[config.mk]
export PLATFORM = sky130hd
export DESIGN_NAME = bsc_pres
export DESIGN_NICKNAME = d
export VERILOG_FILES = /design/src/rtl/baro_sensor_compensation_defines.svh /design/src/rtl/bsc_pkg.sv /design/src/rtl/bsc_pres.sv
export SDC_FILE = /design/constraint.sdc
export NUM_CORES = 2
export LEC_CHECK = 0
export BUFFER_PORTS_ARGS = -buffer_cell sky130_fd_sc_hd__buf_2
export CAP_MARGIN = 20
export CORE_ASPECT_RATIO = 0.75
export CORE_MARGIN = 1
export CORE_UTILIZATION = 48
export DETAILED_ROUTE_END_ITERATION = 6
export GPL_TIMING_DRIVEN = 1
export SLEW_MARGIN = 30
export SYNTH_ARGS = -nofsm -noshare
export SYNTH_HDL_FRONTEND = slang
export SYNTH_SLANG_ARGS = --single-unit
[constraint.sdc]
create_clock -name clk -period 8.8 [get_ports clk]
set_input_delay 1.32 -clock clk [delete_from_list [all_inputs] [get_ports clk]]
set_output_delay 1.32 -clock clk [all_outputs]
set_load 0.03 [all_outputs]
[src/rtl/baro_sensor_compensation_defines.svh]
// ----------------------------------------------------------------------------
// baro sensor compensation assertion macros
// shared concurrent check forms, sampled on clk, off during reset
// ----------------------------------------------------------------------------
`ifndef BARO_SENSOR_COMPENSATION_DEFINES_SVH
`define BARO_SENSOR_COMPENSATION_DEFINES_SVH

// same-cycle implication
`define BSC_ASSERT_IMPL(label, ante, cons, msg) \
    label: assert property (@(posedge clk) disable iff (!rst_n) (ante) |-> (cons)) \
        else $error(msg);

// next-cycle implication
`define BSC_ASSERT_NEXT(label, ante, cons, msg) \
    label: assert property (@(posedge clk) disable iff (!rst_n) (ante) |=> (cons)) \
        else $error(msg);

`endif

[src/rtl/bsc_pkg.sv]
// ----------------------------------------------------------------------------
// bsc_pkg
// widths, constants and shared types of the barometric compensation pipeline
// ----------------------------------------------------------------------------
package bsc_pkg;

    localparam int RAW_W     = 24;
    localparam int CAL_W     = 16;
    localparam int TEMP_W    = 19;
    localparam int PRES_W    = 23;
    localparam int CFG_IDX_W = 3;

    localparam int IN_TDATA_W  = 48;
    localparam int OUT_TDATA_W = 48;
    localparam int OUT_PAD_W   = OUT_TDATA_W - TEMP_W - PRES_W;

    // register indexes
    localparam logic [CFG_IDX_W-1:0] REG_SENS_BASE        = 3'd0;
    localparam logic [CFG_IDX_W-1:0] REG_OFFSET_BASE      = 3'd1;
    localparam logic [CFG_IDX_W-1:0] REG_SENS_TEMP_COEF   = 3'd2;
    localparam logic [CFG_IDX_W-1:0] REG_OFFSET_TEMP_COEF = 3'd3;
    localparam logic [CFG_IDX_W-1:0] REG_REF_TEMPERATURE  = 3'd4;
    localparam logic [CFG_IDX_W-1:0] REG_TEMP_SLOPE       = 3'd5;

    // internal widths
    localparam int DT_W    = 25;
    localparam int PROD_W  = 42;
    localparam int OFF_W   = 40;
    localparam int SENS_W  = 38;
    localparam int DIFF_W  = 20;
    localparam int SQ_W    = 34;
    localparam int OFF2_W  = 38;
    localparam int SENS2_W = 37;
    localparam int SL_W    = 19;
    localparam int SH_W    = SENS_W - SL_W;
    localparam int PL_W    = RAW_W + SL_W;
    localparam int PH_W    = RAW_W + 1 + SH_W;
    localparam int FULL_W  = 64;
    localparam int X_W     = 44;

    // shifts
    localparam int TREF_SHIFT  = 8;
    localparam int TEMP_SHIFT  = 23;
    localparam int OFF_SHIFT   = 7;
    localparam int SENS_SHIFT  = 8;
    localparam int OFFB_SHIFT  = 16;
    localparam int SENSB_SHIFT = 15;
    localparam int PROD_SHIFT  = 21;
    localparam int P_SHIFT     = 15;

    // temperature thresholds and ranges, 0.01 degC
    localparam int TEMP_LOW_CENTI      = 2000;
    localparam int TEMP_VERY_LOW_CENTI = -1500;
    localparam int TEMP_MIN_CENTI      = -129068;
    localparam int TEMP_MAX_CENTI      = 133070;

    // pressure limits, Pa
    localparam int P_MIN = -4194304;
    localparam int P_MAX = 4194303;

    typedef struct packed {
        logic        [RAW_W-1:0]  d1;
        logic signed [OFF_W-1:0]  off;
        logic signed [SENS_W-1:0] sens;
        logic signed [TEMP_W-1:0] temp;
    } pres_in_t;

endpackage

[src/rtl/bsc_pres.sv]
// ----------------------------------------------------------------------------
// bsc_pres
// pressure back end: split raw x sensitivity product, offset and saturation
// ----------------------------------------------------------------------------
module bsc_pres
(
    input  logic                                   clk,
    input  logic                                   rst_n,
    input  logic                                   in_valid,
    output logic                                   in_ready,
    input  bsc_pkg::pres_in_t                      in_word,
    output logic                                   out_valid,
    input  logic                                   out_ready,
    output logic signed [bsc_pkg::TEMP_W-1:0]      out_temp,
    output logic signed [bsc_pkg::PRES_W-1:0]      out_pres
);

    localparam int NSTG = 4;

    logic [NSTG-1:0] vld_reg;
    logic [NSTG-1:0] vld_up;
    logic [NSTG-1:0] rdy;

    // stage 1: partial products
    logic        [bsc_pkg::PL_W-1:0]   pl_reg, pl_next;
    logic signed [bsc_pkg::PH_W-1:0]   ph_reg, ph_next;
    logic signed [bsc_pkg::OFF_W-1:0]  off1_reg;
    logic signed [bsc_pkg::TEMP_W-1:0] temp1_reg;
    // stage 2: full product
    logic signed [bsc_pkg::FULL_W-1:0] full_reg, full_next;
    logic signed [bsc_pkg::OFF_W-1:0]  off2_reg;
    logic signed [bsc_pkg::TEMP_W-1:0] temp2_reg;
    // stage 3: offset removed
    logic signed [bsc_pkg::X_W-1:0]    x_reg, x_next;
    logic signed [bsc_pkg::TEMP_W-1:0] temp3_reg;
    // stage 4: output
    logic signed [bsc_pkg::X_W-1:0]    y;
    logic signed [bsc_pkg::PRES_W-1:0] pres_reg, pres_next;
    logic signed [bsc_pkg::TEMP_W-1:0] temp4_reg;

    assign vld_up = {vld_reg[NSTG-2:0], in_valid};

    always_comb
    begin
        rdy[NSTG-1] = !vld_reg[NSTG-1] || out_ready;
        for (int k = NSTG - 2; k >= 0; k--)
        begin
            rdy[k] = !vld_reg[k] || rdy[k+1];
        end
    end

    assign in_ready = rdy[0];

    always_ff @(posedge clk or negedge rst_n)
    begin
        if (!rst_n)
        begin
            vld_reg <= '0;
        end
        else
        begin
            for (int k = 0; k < NSTG; k++)
            begin
                if (rdy[k])
                begin
                    vld_reg[k] <= vld_up[k];
                end
            end
        end
    end

    always_comb
    begin
        pl_next = bsc_pkg::PL_W'(in_word.d1) * bsc_pkg::PL_W'(in_word.sens[bsc_pkg::SL_W-1:0]);
        ph_next = $signed({1'b0, in_word.d1})
                  * $signed(in_word.sens[bsc_pkg::SENS_W-1:bsc_pkg::SL_W]);
        full_next = ($signed(bsc_pkg::FULL_W'(ph_reg)) <<< bsc_pkg::SL_W)
                    + $signed(bsc_pkg::FULL_W'(pl_reg));
        x_next = bsc_pkg::X_W'(full_reg >>> bsc_pkg::PROD_SHIFT)
                 - bsc_pkg::X_W'(off2_reg);
        y = x_reg >>> bsc_pkg::P_SHIFT;
        if (y < bsc_pkg::X_W'(bsc_pkg::P_MIN))
        begin
            pres_next = bsc_pkg::PRES_W'(bsc_pkg::P_MIN);
        end
        else if (y > bsc_pkg::X_W'(bsc_pkg::P_MAX))
        begin
            pres_next = bsc_pkg::PRES_W'(bsc_pkg::P_MAX);
        end
        else
        begin
            pres_next = y[bsc_pkg::PRES_W-1:0];
        end
    end

    always_ff @(posedge clk)
    begin
        if (rdy[0])
        begin
            pl_reg    <= pl_next;
            ph_reg    <= ph_next;
            off1_reg  <= in_word.off;
            temp1_reg <= in_word.temp;
        end
        if (rdy[1])
        begin
            full_reg  <= full_next;
            off2_reg  <= off1_reg;
            temp2_reg <= temp1_reg;
        end
        if (rdy[2])
        begin
            x_reg     <= x_next;
            temp3_reg <= temp2_reg;
        end
        if (rdy[3])
        begin
            pres_reg  <= pres_next;
            temp4_reg <= temp3_reg;
        end
    end

    assign out_valid = vld_reg[NSTG-1];
    assign out_temp  = temp4_reg;
    assign out_pres  = pres_reg;

endmodule

### Word-level counts from Yosys, hierarchy flattened

Cells that the tools add are included.

| storage, ports and cells | value |
|---|---|
| register bits after elaboration | 378 |
| bits of input ports | 125 |
| output and inout port bits | 44 |
| logic and storage cells | 30 |

| operators by class | value |
|---|---|
| add/sub/neg operators | 2 |
| $mul | 2 |
| order comparisons | 2 |
| mux-type cells | 1 |
| reductions and logical operators | 8 |

Operators with widths:

| operator | number |
|---|---|
| $add A63 B44 Y64 | 1 |
| $mul A25 B19 Y44 | 1 |
| $sub A43 B40 Y44 | 1 |
| $mul A24 B19 Y43 | 1 |
| $gt A29 B23 Y1 const B | 1 |
| $lt A29 B23 Y1 const B | 1 |
| $mux W23 | 1 |
| $logic_not A1 Y1 | 4 |
| $logic_or A1 B1 Y1 | 4 |

### Depth between registers and ports, before layout

| logic depth | value |
|---|---|
| depth in word-level cells | 5 |
| gate-level depth with buffers | 26 |
| depth with buffers taken out | 24 |

### Worst setup path before layout

OpenSTA, ideal clock, no wires.

| timing | value |
|---|---|
| path kind | input to register |
| start point | input in_word[104] (netlist bit) |
| end point | register ph_reg[42] (netlist bit) (data pin) |
| library setup time | 0.265 ns |
| arrival time | 7.358 ns |
| required time | 8.535 ns |
| path slack | 1.177 ns |
| stages | 23 |
| path buffers | 2 |
| cell sequence | clkbuf_1 -> clkbuf_1 -> nand2_1 -> fa_1 -> inv_1 -> fa_1 -> inv_1 -> fa_1 -> inv_1 -> fa_1 -> fa_1 -> fa_1 -> fa_1 -> ha_1 -> and3_1 -> and2_1 -> o2111ai_1 -> a21oi_1 -> a211o_1 -> a221o_1 -> a21oi_1 -> o21ai_0 -> xor2_1 |

| on the way | value |
|---|---|
| cells in the longest elaborated chain, start to end | 1 |

RTL lines:

| what | line | text |
|---|---|---|
| start: declaration | bsc_pres.sv:11 | `input bsc_pkg::pres_in_t in_word,` |
| $mul A25 B19 Y44 | bsc_pres.sv:76 | `* $signed(in_word.sens[bsc_pkg::SENS_W-1:bsc_pkg::SL_W]);` |
| via ph_next (one bit) | bsc_pres.sv:26 | `logic signed [bsc_pkg::PH_W-1:0] ph_reg, ph_next;` |
| end signal: assignment | bsc_pres.sv:101 | `ph_reg <= ph_next;` |
| end: declaration | bsc_pres.sv:26 |  |

The timed path passes the listed nets, and every way through them passes these cells.
A chain may end at the register's enable or synchronous reset.

### Worst setup path after layout

| timing | value |
|---|---|
| start point | input in_word[48] (netlist bit) |
| end point | register ph_reg[42] (netlist bit) (data pin) |

The elaborated chain is that of the path after synthesis.

==> results.txt <==
Fin crit period = 7620 ps
Syn Inst Count = 4128
Outcome = completed
DR vias/cell = 5.14
Yosys top cell area share = 35.3%
Worst Tran Pin Value = 842 ps
Highest clock rate = 131 MHz
Async S/R FF share, synth = 1.24%
Most common cell after layout, fill and taps aside = inv_1
Final ANT Viol Nets = 0
Die width = 344 um
I/O pins = 169
Final estimated routing congestion in global placement = 0.887
Seq/Total Area, Yosys = 22.9%
Uppermost routed layer = met5
GRT Overall Usage = 23.2%
CTS buffer count = 31
Post-route clock period utilization = 86.6%
Setup violations, final = 0
Worst Clk Skew = 20.2 ps
Row count = 93
First-pass GRT wire length = 160000 um
Metal3 WL = 5310 um
Largest net degree at the start of global routing = 72
Max-slew violation count = 0
Most used cell along the critical path = fa_1
Final nets = 5452
Max Cap Viol = 0
EDFF count, synth = 319
Synth warn = 0
CTS tree = done
Slowest cell on the critical path = fa_1
Vias in the first global route = 28.4k
Post-CTS Hold Fix Bufs = 0
Later-pin clock latency in the skew report = 580 ps
Fin area = 45400 um^2
Via count = 27.7k
Antenna violations before repair = 6
Largest register FFs = 44
DRT Wirelength = 99700 um
H-tree depth = 1
DR pass1 iterations = 5
GRT overflow = 0
Post-synth cell types = 67
Worst EP required = 9120 ps
Synth Cell Area = 42200 um^2
Clock sinks = 323
Normalized max-slew margin = 43.9%
Setup Total Neg Slack = 0 ps
Post-CTS setup buffer count = 0
Synth top area cells = fa_1 35%, edfxtp_1 23%, ha_1 11%
Synth Register Bits = 323
Cell taking the most area after synthesis = fa_1
Dominant synthesized flop cell = edfxtp_1
Share of cells above drive strength 1 = 7.45%
Clock-pin slew on the worst setup and hold paths = 70 ps
Core area = 86500 um^2
Crit-path leading delay family = adder cells
Critical path's largest stage delay = 560 ps
Worst Setup Path Type = input pin to register
Avg Cell Area, Syn = 10.2 um^2
Endpoint type of the worst setup path = register
Crit Path Max Fanout = 24
Area grow syn2layout = 7.61%
Crit start category = input pin
CTS Buffer Depth = 3
PortBufs = 168
Final hold vios = 0
DP Area = 44400 um^2
Routed WL per cell = 18.5 um
Critical Path AT = 7930 ps
Post-DP HPWL = 81000 um
Final Util = 52.5%
Metal1 wirelength = 48900 um
Buffers & Inverters on Critical Path = 4
Critical Path, Cell by Cell = buf_2 -> nand2_1 -> fa_1 -> inv_1 -> fa_1 -> inv_1 -> fa_1 -> inv_1 -> fa_1 -> fa_1 -> fa_1 -> ha_1 -> ha_1 -> a211oi_1 -> o21ai_0 -> a211oi_1 -> a21oi_1 -> a211o_1 -> a221o_1 -> a21oi_1 -> o21ai_0 -> xor2_1
Syn nets = 5359
Post-CTS sizing = 0
DRC = 0
CTS root buf = clkbuf_16
Die area = 89100 um^2
Unrepaired setup endpoints after global routing = false
Initial Util = 48.8%
Die height = 259 um
Hold crit path type = register to register
Highest-count cells in the layout ignoring fill and taps = 893 x inv_1, 745 x fa_1, 542 x nand2_1
Met2 wire length = 43900 um
Initial DRC count = 1712
## kinds of logic after synthesis
family | after synthesis | synth area share [%]
AND/OR/NAND/NOR | 1180 | 13.8
buffers and inverters | 1075 | 9.58
flip-flops | 323 | 22.9
multiplexers | 1 | 0.0237
AO/OA/AOI/OAI | 327 | 5.15
XOR/XNOR | 116 | 2.43
adder cells (fa/ha/maj) | 1106 | 46.0
## stage by stage
| step | instances | setup WS, ps | hold slack (ps) |
|---|---|---|---|
| detailed placement | 5328 | 660 | 405 |
| global placement | 5328 | 649 | 400 |
| floorplan | 4128 | 1180 | 400 |
| global route | 5385 | 765 | 422 |
| CTS | 5384 | 1240 | 418 |
| finish | 5388 | 1180 | 415 |
## synth_stat cells, types with 5 or more instances
cell type / count
a21oi_1: 89
o21ai_0: 50
ha_1: 361
a31oi_1: 10
o21bai_1: 9
a21o_1: 73
a31o_2: 5
nand2b_1: 22
and2_1: 402
and3_1: 18
clkbuf_1: 179
fa_1: 745
xnor2_1: 78
nor2_1: 71
nand4_1: 14
nor2b_1: 40
or2_2: 5
nor3_1: 11
a211oi_1: 15
o21a_1: 19
nand3_1: 31
nand2_1: 543
inv_1: 894
edfxtp_1: 319
o211ai_1: 8
xor2_1: 37
and4_1: 8
## area by class of cell
class                      instances  area, um^2
clock buffer                      33         783
antenna                            4        10.0
fill                            7820       41000
multi-input combinational       2730       28500
tap                             1140        1430
timing repair buffer             241        1410
clock inverter                    23         260
sequential                       323        9680
inverter                         894        3360
## final timing paths
check                                   from     endpoint  slack, ps  cells after the start
max in group asynchronous              rst_n   vld_reg[1]       8120                      1
worst min-delay path            temp3_reg[3]  out_temp[3]        410                      0
worst min register to register  temp3_reg[3]  out_temp[3]        410                      0
worst max-delay path             in_word[48]   ph_reg[42]       1180                     22
worst max register to register  full_reg[25]    x_reg[42]       5080                     10
min in group asynchronous              rst_n   vld_reg[3]        540                      1
## routing by layer
metal	GRT usage (%)	vias to the layer above
li1	-	12800
met1	36.5	14200
met2	34.9	608
met3	2.78	86
met4	3.65	2
met5	0	-
Power is not shown: default switching activity piles up to over one toggle a cycle in this logic, so the estimate is an artifact.
